==> src/rtl/core/pllchk_pkg.sv <==
// types and constants of the pll setting checker
`default_nettype none

package pllchk_pkg;

  localparam int PROD_W = 29;   // multiplier(9) times in_khz(20)
  localparam int REM_W  = 7;    // remainder stays below the 7-bit predivider

  localparam logic [19:0] IN_MIN_PER_M_LO = 20'd8000;   // plls 1 and 2
  localparam logic [19:0] IN_MIN_PER_M_HI = 20'd4000;   // plls 3 and 4
  localparam logic [20:0] IN_MAX_PER_M    = 21'd16000;
  localparam logic [8:0]  MUL_MIN         = 9'd25;
  localparam logic [8:0]  MUL_MAX_PLL1    = 9'd100;
  localparam logic [8:0]  MUL_MAX_OTHER   = 9'd200;
  localparam logic [PROD_W-1:0] VCO_MIN   = 29'd400000;
  localparam logic [PROD_W-1:0] VCO_MAX   = 29'd800000;
  localparam logic [7:0]  DIV_MAX         = 8'd128;

  typedef enum logic [2:0] {
    ST_OK      = 3'd0,
    ST_BAD_PLL = 3'd1,
    ST_INPUT   = 3'd2,
    ST_MUL     = 3'd3,
    ST_VCO     = 3'd4,
    ST_DIV     = 3'd5
  } status_t;

  // one request as it travels down the divider chain
  typedef struct packed {
    logic              valid;
    status_t           early_st;   // first failing check ahead of the vco check
    logic              div_bad;
    logic [6:0]        pre;
    logic [8:0]        mul;
    logic [7:0]        p_div;
    logic [7:0]        q_div;
    logic [7:0]        r_div;
    logic [REM_W-1:0]  rem;
    logic [PROD_W-1:0] work;       // dividend bits out, quotient bits in
  } stage_t;

endpackage

`default_nettype wire

==> src/rtl/core/pllchk_if.sv <==
// request and result channel interfaces of the pll setting checker
`default_nettype none

interface pllchk_in_if;
  logic       valid;
  logic       ready;
  logic [2:0] pll_number;
  logic [19:0] in_khz;
  logic [6:0] pre_divider;
  logic [8:0] multiplier;
  logic [7:0] p_divider;
  logic [7:0] q_divider;
  logic [7:0] r_divider;

  modport source (
    output valid, pll_number, in_khz, pre_divider, multiplier,
           p_divider, q_divider, r_divider,
    input  ready
  );
  modport sink (
    input  valid, pll_number, in_khz, pre_divider, multiplier,
           p_divider, q_divider, r_divider,
    output ready
  );
endinterface

interface pllchk_out_if;
  logic        valid;
  logic        ready;
  logic [2:0]  status;
  logic [19:0] vco_khz;
  logic [22:0] ratio_word;
  logic [22:0] divider_word;
  logic [6:0]  control_word;

  modport source (
    output valid, status, vco_khz, ratio_word, divider_word, control_word,
    input  ready
  );
  modport sink (
    input  valid, status, vco_khz, ratio_word, divider_word, control_word,
    output ready
  );
endinterface

`default_nettype wire

==> src/rtl/core/pllchk_front.sv <==
// entry stage: range checks and the mul*in_khz product
`default_nettype none

module pllchk_front (
  input  wire logic         clk,
  input  wire logic         rst_n,
  input  wire logic         en,
  pllchk_in_if.sink         in_req,
  output pllchk_pkg::stage_t stage_o
);

  pllchk_pkg::stage_t stage_r;
  pllchk_pkg::stage_t stage_nxt;
  pllchk_pkg::status_t early_st;
  logic [19:0] lo_bound;
  logic [20:0] hi_bound;
  logic        pll_ok;
  logic        in_bad;
  logic        mul_bad;
  logic [8:0]  mul_max;

  always_comb begin
    pll_ok   = in_req.pll_number inside {[3'd1:3'd4]};
    lo_bound = (in_req.pll_number <= 3'd2)
             ? 20'(in_req.pre_divider) * pllchk_pkg::IN_MIN_PER_M_LO
             : 20'(in_req.pre_divider) * pllchk_pkg::IN_MIN_PER_M_HI;
    hi_bound = 21'(in_req.pre_divider) * pllchk_pkg::IN_MAX_PER_M;
    in_bad   = (in_req.pre_divider == 7'd0) || (in_req.in_khz < lo_bound)
             || ({1'b0, in_req.in_khz} > hi_bound);
    mul_max  = (in_req.pll_number == 3'd1) ? pllchk_pkg::MUL_MAX_PLL1
                                            : pllchk_pkg::MUL_MAX_OTHER;
    mul_bad  = (in_req.multiplier < pllchk_pkg::MUL_MIN)
             || (in_req.multiplier > mul_max);

    if (!pll_ok) begin
      early_st = pllchk_pkg::ST_BAD_PLL;
    end else if (in_bad) begin
      early_st = pllchk_pkg::ST_INPUT;
    end else if (mul_bad) begin
      early_st = pllchk_pkg::ST_MUL;
    end else begin
      early_st = pllchk_pkg::ST_OK;
    end

    stage_nxt.valid    = in_req.valid;
    stage_nxt.early_st = early_st;
    stage_nxt.div_bad  = (in_req.p_divider > pllchk_pkg::DIV_MAX)
                       || (in_req.q_divider > pllchk_pkg::DIV_MAX)
                       || (in_req.r_divider > pllchk_pkg::DIV_MAX);
    stage_nxt.pre      = in_req.pre_divider;
    stage_nxt.mul      = in_req.multiplier;
    stage_nxt.p_div    = in_req.p_divider;
    stage_nxt.q_div    = in_req.q_divider;
    stage_nxt.r_div    = in_req.r_divider;
    stage_nxt.rem      = '0;
    stage_nxt.work     = pllchk_pkg::PROD_W'(in_req.multiplier)
                       * pllchk_pkg::PROD_W'(in_req.in_khz);
  end

  always_ff @(posedge clk) begin
    if (!rst_n) begin
      stage_r.valid <= 1'b0;
    end else if (en) begin
      stage_r <= stage_nxt;
    end
  end

  assign stage_o = stage_r;

endmodule

`default_nettype wire

==> src/rtl/core/pllchk_cell.sv <==
// one restoring-division cell: produces one quotient bit per request
`default_nettype none

module pllchk_cell (
  input  wire logic          clk,
  input  wire logic          rst_n,
  input  wire logic          en,
  input  wire pllchk_pkg::stage_t stage_i,
  output pllchk_pkg::stage_t stage_o
);

  pllchk_pkg::stage_t stage_r;
  pllchk_pkg::stage_t stage_nxt;
  logic [pllchk_pkg::REM_W:0]   top;
  logic [pllchk_pkg::REM_W+1:0] diff;
  logic                         ge;

  always_comb begin
    // shift the next dividend bit into the partial remainder
    top  = {stage_i.rem, stage_i.work[pllchk_pkg::PROD_W-1]};
    diff = {1'b0, top} - {2'b00, stage_i.pre};
    ge   = !diff[pllchk_pkg::REM_W+1];

    stage_nxt      = stage_i;
    stage_nxt.rem  = ge ? diff[pllchk_pkg::REM_W-1:0] : top[pllchk_pkg::REM_W-1:0];
    stage_nxt.work = {stage_i.work[pllchk_pkg::PROD_W-2:0], ge};
  end

  always_ff @(posedge clk) begin
    if (!rst_n) begin
      stage_r.valid <= 1'b0;
    end else if (en) begin
      stage_r <= stage_nxt;
    end
  end

  assign stage_o = stage_r;

endmodule

`default_nettype wire

==> src/rtl/core/pllchk_back.sv <==
// final stage: vco check, word packing and the result register
`default_nettype none

module pllchk_back (
  input  wire logic          clk,
  input  wire logic          rst_n,
  input  wire logic          en,
  input  wire pllchk_pkg::stage_t stage_i,
  pllchk_out_if.source       out_rsp
);

  logic        out_valid_r;
  logic [2:0]  status_r,  status_nxt;
  logic [19:0] vco_r,     vco_nxt;
  logic [22:0] ratio_r,   ratio_nxt;
  logic [22:0] divw_r,    divw_nxt;
  logic [6:0]  ctl_r,     ctl_nxt;
  pllchk_pkg::status_t st;
  logic        vco_bad;
  logic [7:0]  p_m1;
  logic [7:0]  q_m1;
  logic [7:0]  r_m1;

  always_comb begin
    vco_bad = (stage_i.work < pllchk_pkg::VCO_MIN) || (stage_i.work > pllchk_pkg::VCO_MAX);
    if (stage_i.early_st != pllchk_pkg::ST_OK) begin
      st = stage_i.early_st;
    end else if (vco_bad) begin
      st = pllchk_pkg::ST_VCO;
    end else if (stage_i.div_bad) begin
      st = pllchk_pkg::ST_DIV;
    end else begin
      st = pllchk_pkg::ST_OK;
    end

    // a zero divider leaves its field at zero
    p_m1 = (stage_i.p_div != 8'd0) ? stage_i.p_div - 8'd1 : 8'd0;
    q_m1 = (stage_i.q_div != 8'd0) ? stage_i.q_div - 8'd1 : 8'd0;
    r_m1 = (stage_i.r_div != 8'd0) ? stage_i.r_div - 8'd1 : 8'd0;

    status_nxt = st;
    if (st == pllchk_pkg::ST_OK) begin
      vco_nxt   = stage_i.work[19:0];
      ratio_nxt = {stage_i.pre - 7'd1, 7'd0, stage_i.mul - 9'd1};
      divw_nxt  = {r_m1[6:0], q_m1, p_m1};
      ctl_nxt   = {stage_i.r_div != 8'd0, stage_i.q_div != 8'd0,
                   stage_i.p_div != 8'd0, 3'b000, 1'b1};
    end else begin
      vco_nxt   = '0;
      ratio_nxt = '0;
      divw_nxt  = '0;
      ctl_nxt   = '0;
    end
  end

  always_ff @(posedge clk) begin
    if (!rst_n) begin
      out_valid_r <= 1'b0;
    end else if (en) begin
      out_valid_r <= stage_i.valid;
    end
  end

  always_ff @(posedge clk) begin
    if (en) begin
      status_r <= status_nxt;
      vco_r    <= vco_nxt;
      ratio_r  <= ratio_nxt;
      divw_r   <= divw_nxt;
      ctl_r    <= ctl_nxt;
    end
  end

  assign out_rsp.valid        = out_valid_r;
  assign out_rsp.status       = status_r;
  assign out_rsp.vco_khz      = vco_r;
  assign out_rsp.ratio_word   = ratio_r;
  assign out_rsp.divider_word = divw_r;
  assign out_rsp.control_word = ctl_r;

endmodule

`default_nettype wire

==> src/rtl/core/pll_setting_checker_top.sv <==
// pll setting checker top level: entry stage, divider cell chain, result stage
//
// Checks one pll setting request per cycle and returns one result per request,
// in order. A request passes through one entry stage that does the range
// checks and the 9x20 multiply, a chain of 29 identical divider cells that
// each settle one bit of mul*in_khz/pre, and the result register.
// The chain is a lockstep pipeline: it moves whenever the result register is
// empty or being taken, so throughput is one request per cycle under a
// free-running sink. Holding out_rsp.ready low stalls the whole chain.
`default_nettype none

module pll_setting_checker_top (
  input  wire logic clk,
  input  wire logic rst_n,
  pllchk_in_if.sink    in_req,
  pllchk_out_if.source out_rsp
);

  pllchk_pkg::stage_t chain [0:pllchk_pkg::PROD_W];
  logic adv;

  assign adv          = !out_rsp.valid || out_rsp.ready;
  assign in_req.ready = adv;

  pllchk_front u_front (
    .clk     (clk),
    .rst_n   (rst_n),
    .en      (adv),
    .in_req  (in_req),
    .stage_o (chain[0])
  );

  for (genvar i = 0; i < pllchk_pkg::PROD_W; i++) begin : g_cell
    pllchk_cell u_cell (
      .clk     (clk),
      .rst_n   (rst_n),
      .en      (adv),
      .stage_i (chain[i]),
      .stage_o (chain[i+1])
    );
  end

  pllchk_back u_back (
    .clk     (clk),
    .rst_n   (rst_n),
    .en      (adv),
    .stage_i (chain[pllchk_pkg::PROD_W]),
    .out_rsp (out_rsp)
  );

endmodule

`default_nettype wire

==> src/flat_wrapper.sv <==
// flat-port wrapper written by rule: the top's interface ports become plain ports
module pll_setting_checker_top_flat 
  (clk, rst_n, in_req_valid, in_req_pll_number, in_req_in_khz, in_req_pre_divider, in_req_multiplier, in_req_p_divider, in_req_q_divider, in_req_r_divider, in_req_ready, out_rsp_valid, out_rsp_status, out_rsp_vco_khz, out_rsp_ratio_word, out_rsp_divider_word, out_rsp_control_word, out_rsp_ready);
  pllchk_in_if in_req_i ();
  pllchk_out_if out_rsp_i ();
  input  wire logic clk;
  input  wire logic rst_n;
  input wire logic [$bits(in_req_i.valid)-1:0] in_req_valid;
  input wire logic [$bits(in_req_i.pll_number)-1:0] in_req_pll_number;
  input wire logic [$bits(in_req_i.in_khz)-1:0] in_req_in_khz;
  input wire logic [$bits(in_req_i.pre_divider)-1:0] in_req_pre_divider;
  input wire logic [$bits(in_req_i.multiplier)-1:0] in_req_multiplier;
  input wire logic [$bits(in_req_i.p_divider)-1:0] in_req_p_divider;
  input wire logic [$bits(in_req_i.q_divider)-1:0] in_req_q_divider;
  input wire logic [$bits(in_req_i.r_divider)-1:0] in_req_r_divider;
  output wire logic [$bits(in_req_i.ready)-1:0] in_req_ready;
  output wire logic [$bits(out_rsp_i.valid)-1:0] out_rsp_valid;
  output wire logic [$bits(out_rsp_i.status)-1:0] out_rsp_status;
  output wire logic [$bits(out_rsp_i.vco_khz)-1:0] out_rsp_vco_khz;
  output wire logic [$bits(out_rsp_i.ratio_word)-1:0] out_rsp_ratio_word;
  output wire logic [$bits(out_rsp_i.divider_word)-1:0] out_rsp_divider_word;
  output wire logic [$bits(out_rsp_i.control_word)-1:0] out_rsp_control_word;
  input wire logic [$bits(out_rsp_i.ready)-1:0] out_rsp_ready;
  assign in_req_i.valid = in_req_valid;
  assign in_req_i.pll_number = in_req_pll_number;
  assign in_req_i.in_khz = in_req_in_khz;
  assign in_req_i.pre_divider = in_req_pre_divider;
  assign in_req_i.multiplier = in_req_multiplier;
  assign in_req_i.p_divider = in_req_p_divider;
  assign in_req_i.q_divider = in_req_q_divider;
  assign in_req_i.r_divider = in_req_r_divider;
  assign in_req_ready = in_req_i.ready;
  assign out_rsp_valid = out_rsp_i.valid;
  assign out_rsp_status = out_rsp_i.status;
  assign out_rsp_vco_khz = out_rsp_i.vco_khz;
  assign out_rsp_ratio_word = out_rsp_i.ratio_word;
  assign out_rsp_divider_word = out_rsp_i.divider_word;
  assign out_rsp_control_word = out_rsp_i.control_word;
  assign out_rsp_i.ready = out_rsp_ready;
  pll_setting_checker_top u_core (.clk(clk), .rst_n(rst_n), .in_req(in_req_i), .out_rsp(out_rsp_i));
endmodule
==> config.mk <==
export PLATFORM = sky130hd
export DESIGN_NAME = pll_setting_checker_top_flat
export DESIGN_NICKNAME = d
export VERILOG_FILES = /design/src/rtl/core/pllchk_pkg.sv /design/src/rtl/core/pllchk_if.sv /design/src/rtl/core/pllchk_front.sv /design/src/rtl/core/pllchk_cell.sv /design/src/rtl/core/pllchk_back.sv /design/src/rtl/core/pll_setting_checker_top.sv /design/src/flat_wrapper.sv
export SDC_FILE = /design/constraint.sdc
export NUM_CORES = 2
export LEC_CHECK = 0
export BUFFER_PORTS_ARGS = -buffer_cell sky130_fd_sc_hd__buf_2
export CORE_ASPECT_RATIO = 1.1
export CORE_MARGIN = 1.5
export CORE_UTILIZATION = 45
export DETAILED_ROUTE_END_ITERATION = 10
export GPL_ROUTABILITY_DRIVEN = 0
export PLACE_DENSITY_LB_ADDON = 0.2
export SYNTH_ARGS = -nofsm -noshare
export SYNTH_HDL_FRONTEND = slang
export SYNTH_SLANG_ARGS = --single-unit
export TNS_END_PERCENT = 20
==> constraint.sdc <==
create_clock -name clk -period 102.2 [get_ports clk]
set_input_delay 30.66 -clock clk [delete_from_list [all_inputs] [get_ports clk]]
set_output_delay 30.66 -clock clk [all_outputs]
set_load 0.005 [all_outputs]
==> results by group <==
Power and ir drop
  • P_leak: 38.2 nW
  • Flop pwr share: 50.1%
  • Worst IR Drop VDD: between 0.015 and 0.02 mV
  • Int Power: between 1.5 and 2 mW
  • Clock Power Share: a little under a third
  • Switch share: approximately a quarter
  • Logic pwr share: between 15 and 20%
  • PwrDens: between 20 and 25 nW/um2
  • Design Power: between 2 and 3 mW
  • Net Sw Power: between 0.6 and 0.7 mW

Timing
  • Measured slew at the worst slew-check pin: about 1200 ps
  • Crit path time final: around 63000 ps
  • Setup TNS: 0 ps
  • Rel. slew slack: approximately 22%
  • Final Max Tran Viols: 0
  • Final setup violating endpoints: 0
  • Worst Clk Skew: between 50 and 60 ps
  • Hold Slack: between 300 and 400 ps
  • Fmax: 15.8 MHz
  • Fin crit share: 61.8%
  • RSZ-0062 raised after global routing: no
  • Fin. Hold Viols: 0

Clock network
  • CTS Root Cell: clkbuf_16
  • Max Root-Sink Buffers: 3
  • CTS Buf Count: 232
  • TritonCTS clock tree: done
  • Clk slew on worst S/H paths: about 60 ps
  • Clk_lat worst skew: between 800 and 900 ps
  • Clock sink count: about 2500
  • H-tree levels: 4
  • Setup bufs post-CTS: 0
  • Resized cells post-CTS: 0
  • Hold Buf Count CTS: 0

Floorplanning
  • Num rows: about 170
  • Die area: between 200000 and 250000 um2
  • Die Span X: roughly 430 um
  • Die span in y: 478 um
  • Core Area: 204000 um2
  • Initial core utilization: between 40% and 50%
  • Ports: roughly 150

Critical path
  • Req. time, crit path: just over 70000 ps
  • Slowest stage delay, CP: between 800 and 900 ps
  • Top Family by Delay on Critical Path: buffers and inverters
  • CP most frequent cell: buf_2
  • Crit-path slowest cell: nor2b_2
  • CP Launch Type: primary input
  • Worst EP arrival: approximately 32000 ps
  • Crit path capture type: primary output
  • CP max FO: 32
  • Bufs and invs on worst path: 3
  • CP Class: in -> out
  • Crit-path cells: buf_2, nor2b_2, clkinv_2, buf_2

Yosys
  • Post-synth EDFFs: approximately 2400
  • Avg Cell Area, Syn: 18.0 um2
  • Synth warn: 0
  • Distinct cells, synth: 60
  • FFs w/ async S/R, synth: 0%
  • Top FF cell, synth: edfxtp_1
  • Flops & latches, synth: 2453
  • Seq/Total Area, Yosys: 79.5%
  • Mapped Area: roughly 90000 um2
  • Mapped Cells: about 5000

Global routing
  • First-pass GRT wire length: between 150000 and 200000 um
  • Largest net degree at the start of global routing: approximately 190
  • Initial antenna violation count: 1
  • GRT Resource Usage Total: between 10% and 20%
  • Number of global-route vias before repair: around 40000
  • Remaining Overflow, GRT: 0

Detailed routing
  • Total Routed Length: around 120000 um
  • Routed Antenna Nets: 0
  • DR DRC count: 0
  • Initial DRC Count: about 2500
  • First-pass iteration count of the detailed router: 5
  • Vias post-DR: between 30000 and 40000
  • WL/cell: ~14 um
  • Post-DR vias/cell: around 4.7

Run
  • # Max-Cap Violations: 0

Layout
  • Final core occ: slightly above 50%
  • Area growth syn-to-layout: 12.4%
  • Fillers: ~17000
  • # nets final: around 6000
  • Layout cells sized above 1: a little under a tenth
  • Register area: 73400 um2
  • Area of the multi-input gates: between 15000 and 20000 um2

Placed design
  • Post-DP HPWL: approximately 70000 um
  • Port Buf Inserts: between 100 and 150

Run status
  • Outcome: finished, final reports clean

Worst hold path
  • Type of the worst min-delay path: reg -> reg
## cell families after synthesis
kind of cell	after synthesis	share of synthesized area, %
AOI/OAI and AO/OA	532	3.46
xor gates and xnor gates	163	1.55
adders and majority gates	494	8.10
buffers and inverters	522	2.17
DFF	2453	79.5
muxes	35	0.416
other	1	0.00406
and+or+nand+nor	925	4.84
## cell usage after synthesis (2+ instances only)
master | instances | area share (%)
nand4_1 | 6 | 0.041
nand2b_1 | 87 | 0.59
o21ai_0 | 138 | 0.75
o41ai_1 | 3 | 0.028
nand3_1 | 10 | 0.054
o22ai_1 | 2 | 0.014
o311ai_0 | 3 | 0.028
or4_1 | 9 | 0.073
o21a_1 | 37 | 0.30
a21oi_1 | 207 | 1.1
nor4_1 | 12 | 0.081
a31o_4 | 2 | 0.038
a21o_1 | 40 | 0.33
nor4b_1 | 30 | 0.28
nand4b_1 | 2 | 0.019
a21boi_0 | 35 | 0.28
a31oi_1 | 5 | 0.034
nor3_1 | 46 | 0.25
xor2_1 | 45 | 0.43
a211oi_1 | 31 | 0.25
xnor2_1 | 118 | 1.1
and3_1 | 4 | 0.027
ha_1 | 322 | 4.4
fa_1 | 172 | 3.7
dfxtp_1 | 31 | 0.67
inv_1 | 427 | 1.7
buf_4 | 11 | 0.089
a41o_1 | 2 | 0.022
o31a_1 | 2 | 0.019
buf_2 | 4 | 0.022
o211ai_1 | 2 | 0.016
nand2_1 | 239 | 0.97
o21bai_1 | 7 | 0.057
mux2_2 | 27 | 0.33
and2_1 | 114 | 0.77
nor2b_1 | 60 | 0.41
clkbuf_1 | 79 | 0.32
nor2_1 | 299 | 1.2
mux2i_1 | 8 | 0.087
a22oi_1 | 2 | 0.016
a2111oi_0 | 4 | 0.038
or3_1 | 2 | 0.014
edfxtp_1 | 2422 | 79
## layer usage
metal / part of all wire [%] / wire length [um] / track usage [%] / vias up
met5: 0 / 0 / 0 / -
met4: 3.0 / 3490 / 4.80 / 0
met3: 3.6 / 4220 / 2.24 / 251
met2: 52 / 60100 / 19.9 / 525
met1: 42 / 48500 / 12.9 / 19400
li1: - / - / - / 19400
## per-stage QoR
step / setup WS [ps] / cells / cell area, um2
after global routing: 38860 / 8362 / 104000
after CTS: 39030 / 8361 / 104000
after global placement: 39130 / 7931 / 96300
after floorplan: 13550 / 5136 / 92300
final: 39070 / 8362 / 104000
after detailed placement: 39030 / 7931 / 96300
## final timing paths
| kind | cells past startpoint | end | slack (ps) | from |
|---|---|---|---|---|
| max reg2reg | 9 | u_core.u_front.stage_o[39]$_DFFE_PP_ | 94870 | u_core.u_back.out_rsp.valid$_SDFFE_PN0N_ |
| min reg2reg | 0 | u_core.g_cell[7].u_cell.stage_o[21]$_DFFE_PP_ | 380 | u_core.g_cell[6].u_cell.stage_o[20]$_DFFE_PP_ |
| max | 4 | in_req_ready | 39070 | out_rsp_ready |
| min | 0 | u_core.g_cell[7].u_cell.stage_o[21]$_DFFE_PP_ | 380 | u_core.g_cell[6].u_cell.stage_o[20]$_DFFE_PP_ |
## final cells by class
| class | count | share of cell area, % |
|---|---|---|
| Timing Repair Buffer | 161 | 0.902 |
| Antenna cell | 1 | 0.00241 |
| Sequential cell | 2453 | 70.7 |
| Clock buffer | 288 | 5.84 |
| Tap cell | 2728 | 3.29 |
| Clock inverter | 142 | 1.34 |
| Inverter | 428 | 1.55 |
| Multi-Input combinational cell | 2161 | 16.4 |
## sequential cells by signal, summed over array words and instances, names as in the netlist
signal                              count
u_core.g_cell.u_cell.stage_o         2313
u_core.u_back.out_rsp.control_word      4
u_core.u_back.out_rsp.divider_word     23
u_core.u_back.out_rsp.ratio_word       16
u_core.u_back.out_rsp.status            3
u_core.u_back.out_rsp.valid             1
u_core.u_back.out_rsp.vco_khz          20
u_core.u_front.stage_o                 73
## cells in the final DEF (no fill, tap or decap), drive strengths merged, types with 9 or more instances in the layout
cell type  instances
clkinvlp          16
nor2b             60
nand2b            87
a211oi            31
o21a              37
or4                9
nand2            240
nor3              46
xnor2            118
a21oi            207
xor2              45
bufinv            15
mux2              27
dfxtp             31
nand3             10
inv              431
clkbuf           288
nor2             299
nor4b             30
o21ai            139
conb              12
buf              161
and2             114
a21boi            35
clkinv           108
nor4              12
edfxtp          2422
fa               172
a21o              40
ha               322
## worst reg2reg max path, stage by stage, from the launching register on
cell,delay [ps]
dfxtp_1,310
nor2b_2,330
clkinv_2,290
and2_4,730
buf_12,770
buf_4,1060
buf_4,920
buf_4,830
buf_4,820
buf_4,870
## power groups by stage
stage / clock network [mW] / registers, mW / logic (mW)
after floorplan: 0 / 1.40 / 0.379
after global placement: 0 / 1.31 / 0.459
after global routing: 0.884 / 1.30 / 0.539
after detailed placement: 0 / 1.32 / 0.474
final: 0.815 / 1.29 / 0.473
after CTS: 0.845 / 1.30 / 0.478
Note: power is estimated with default switching activity, not from simulation.
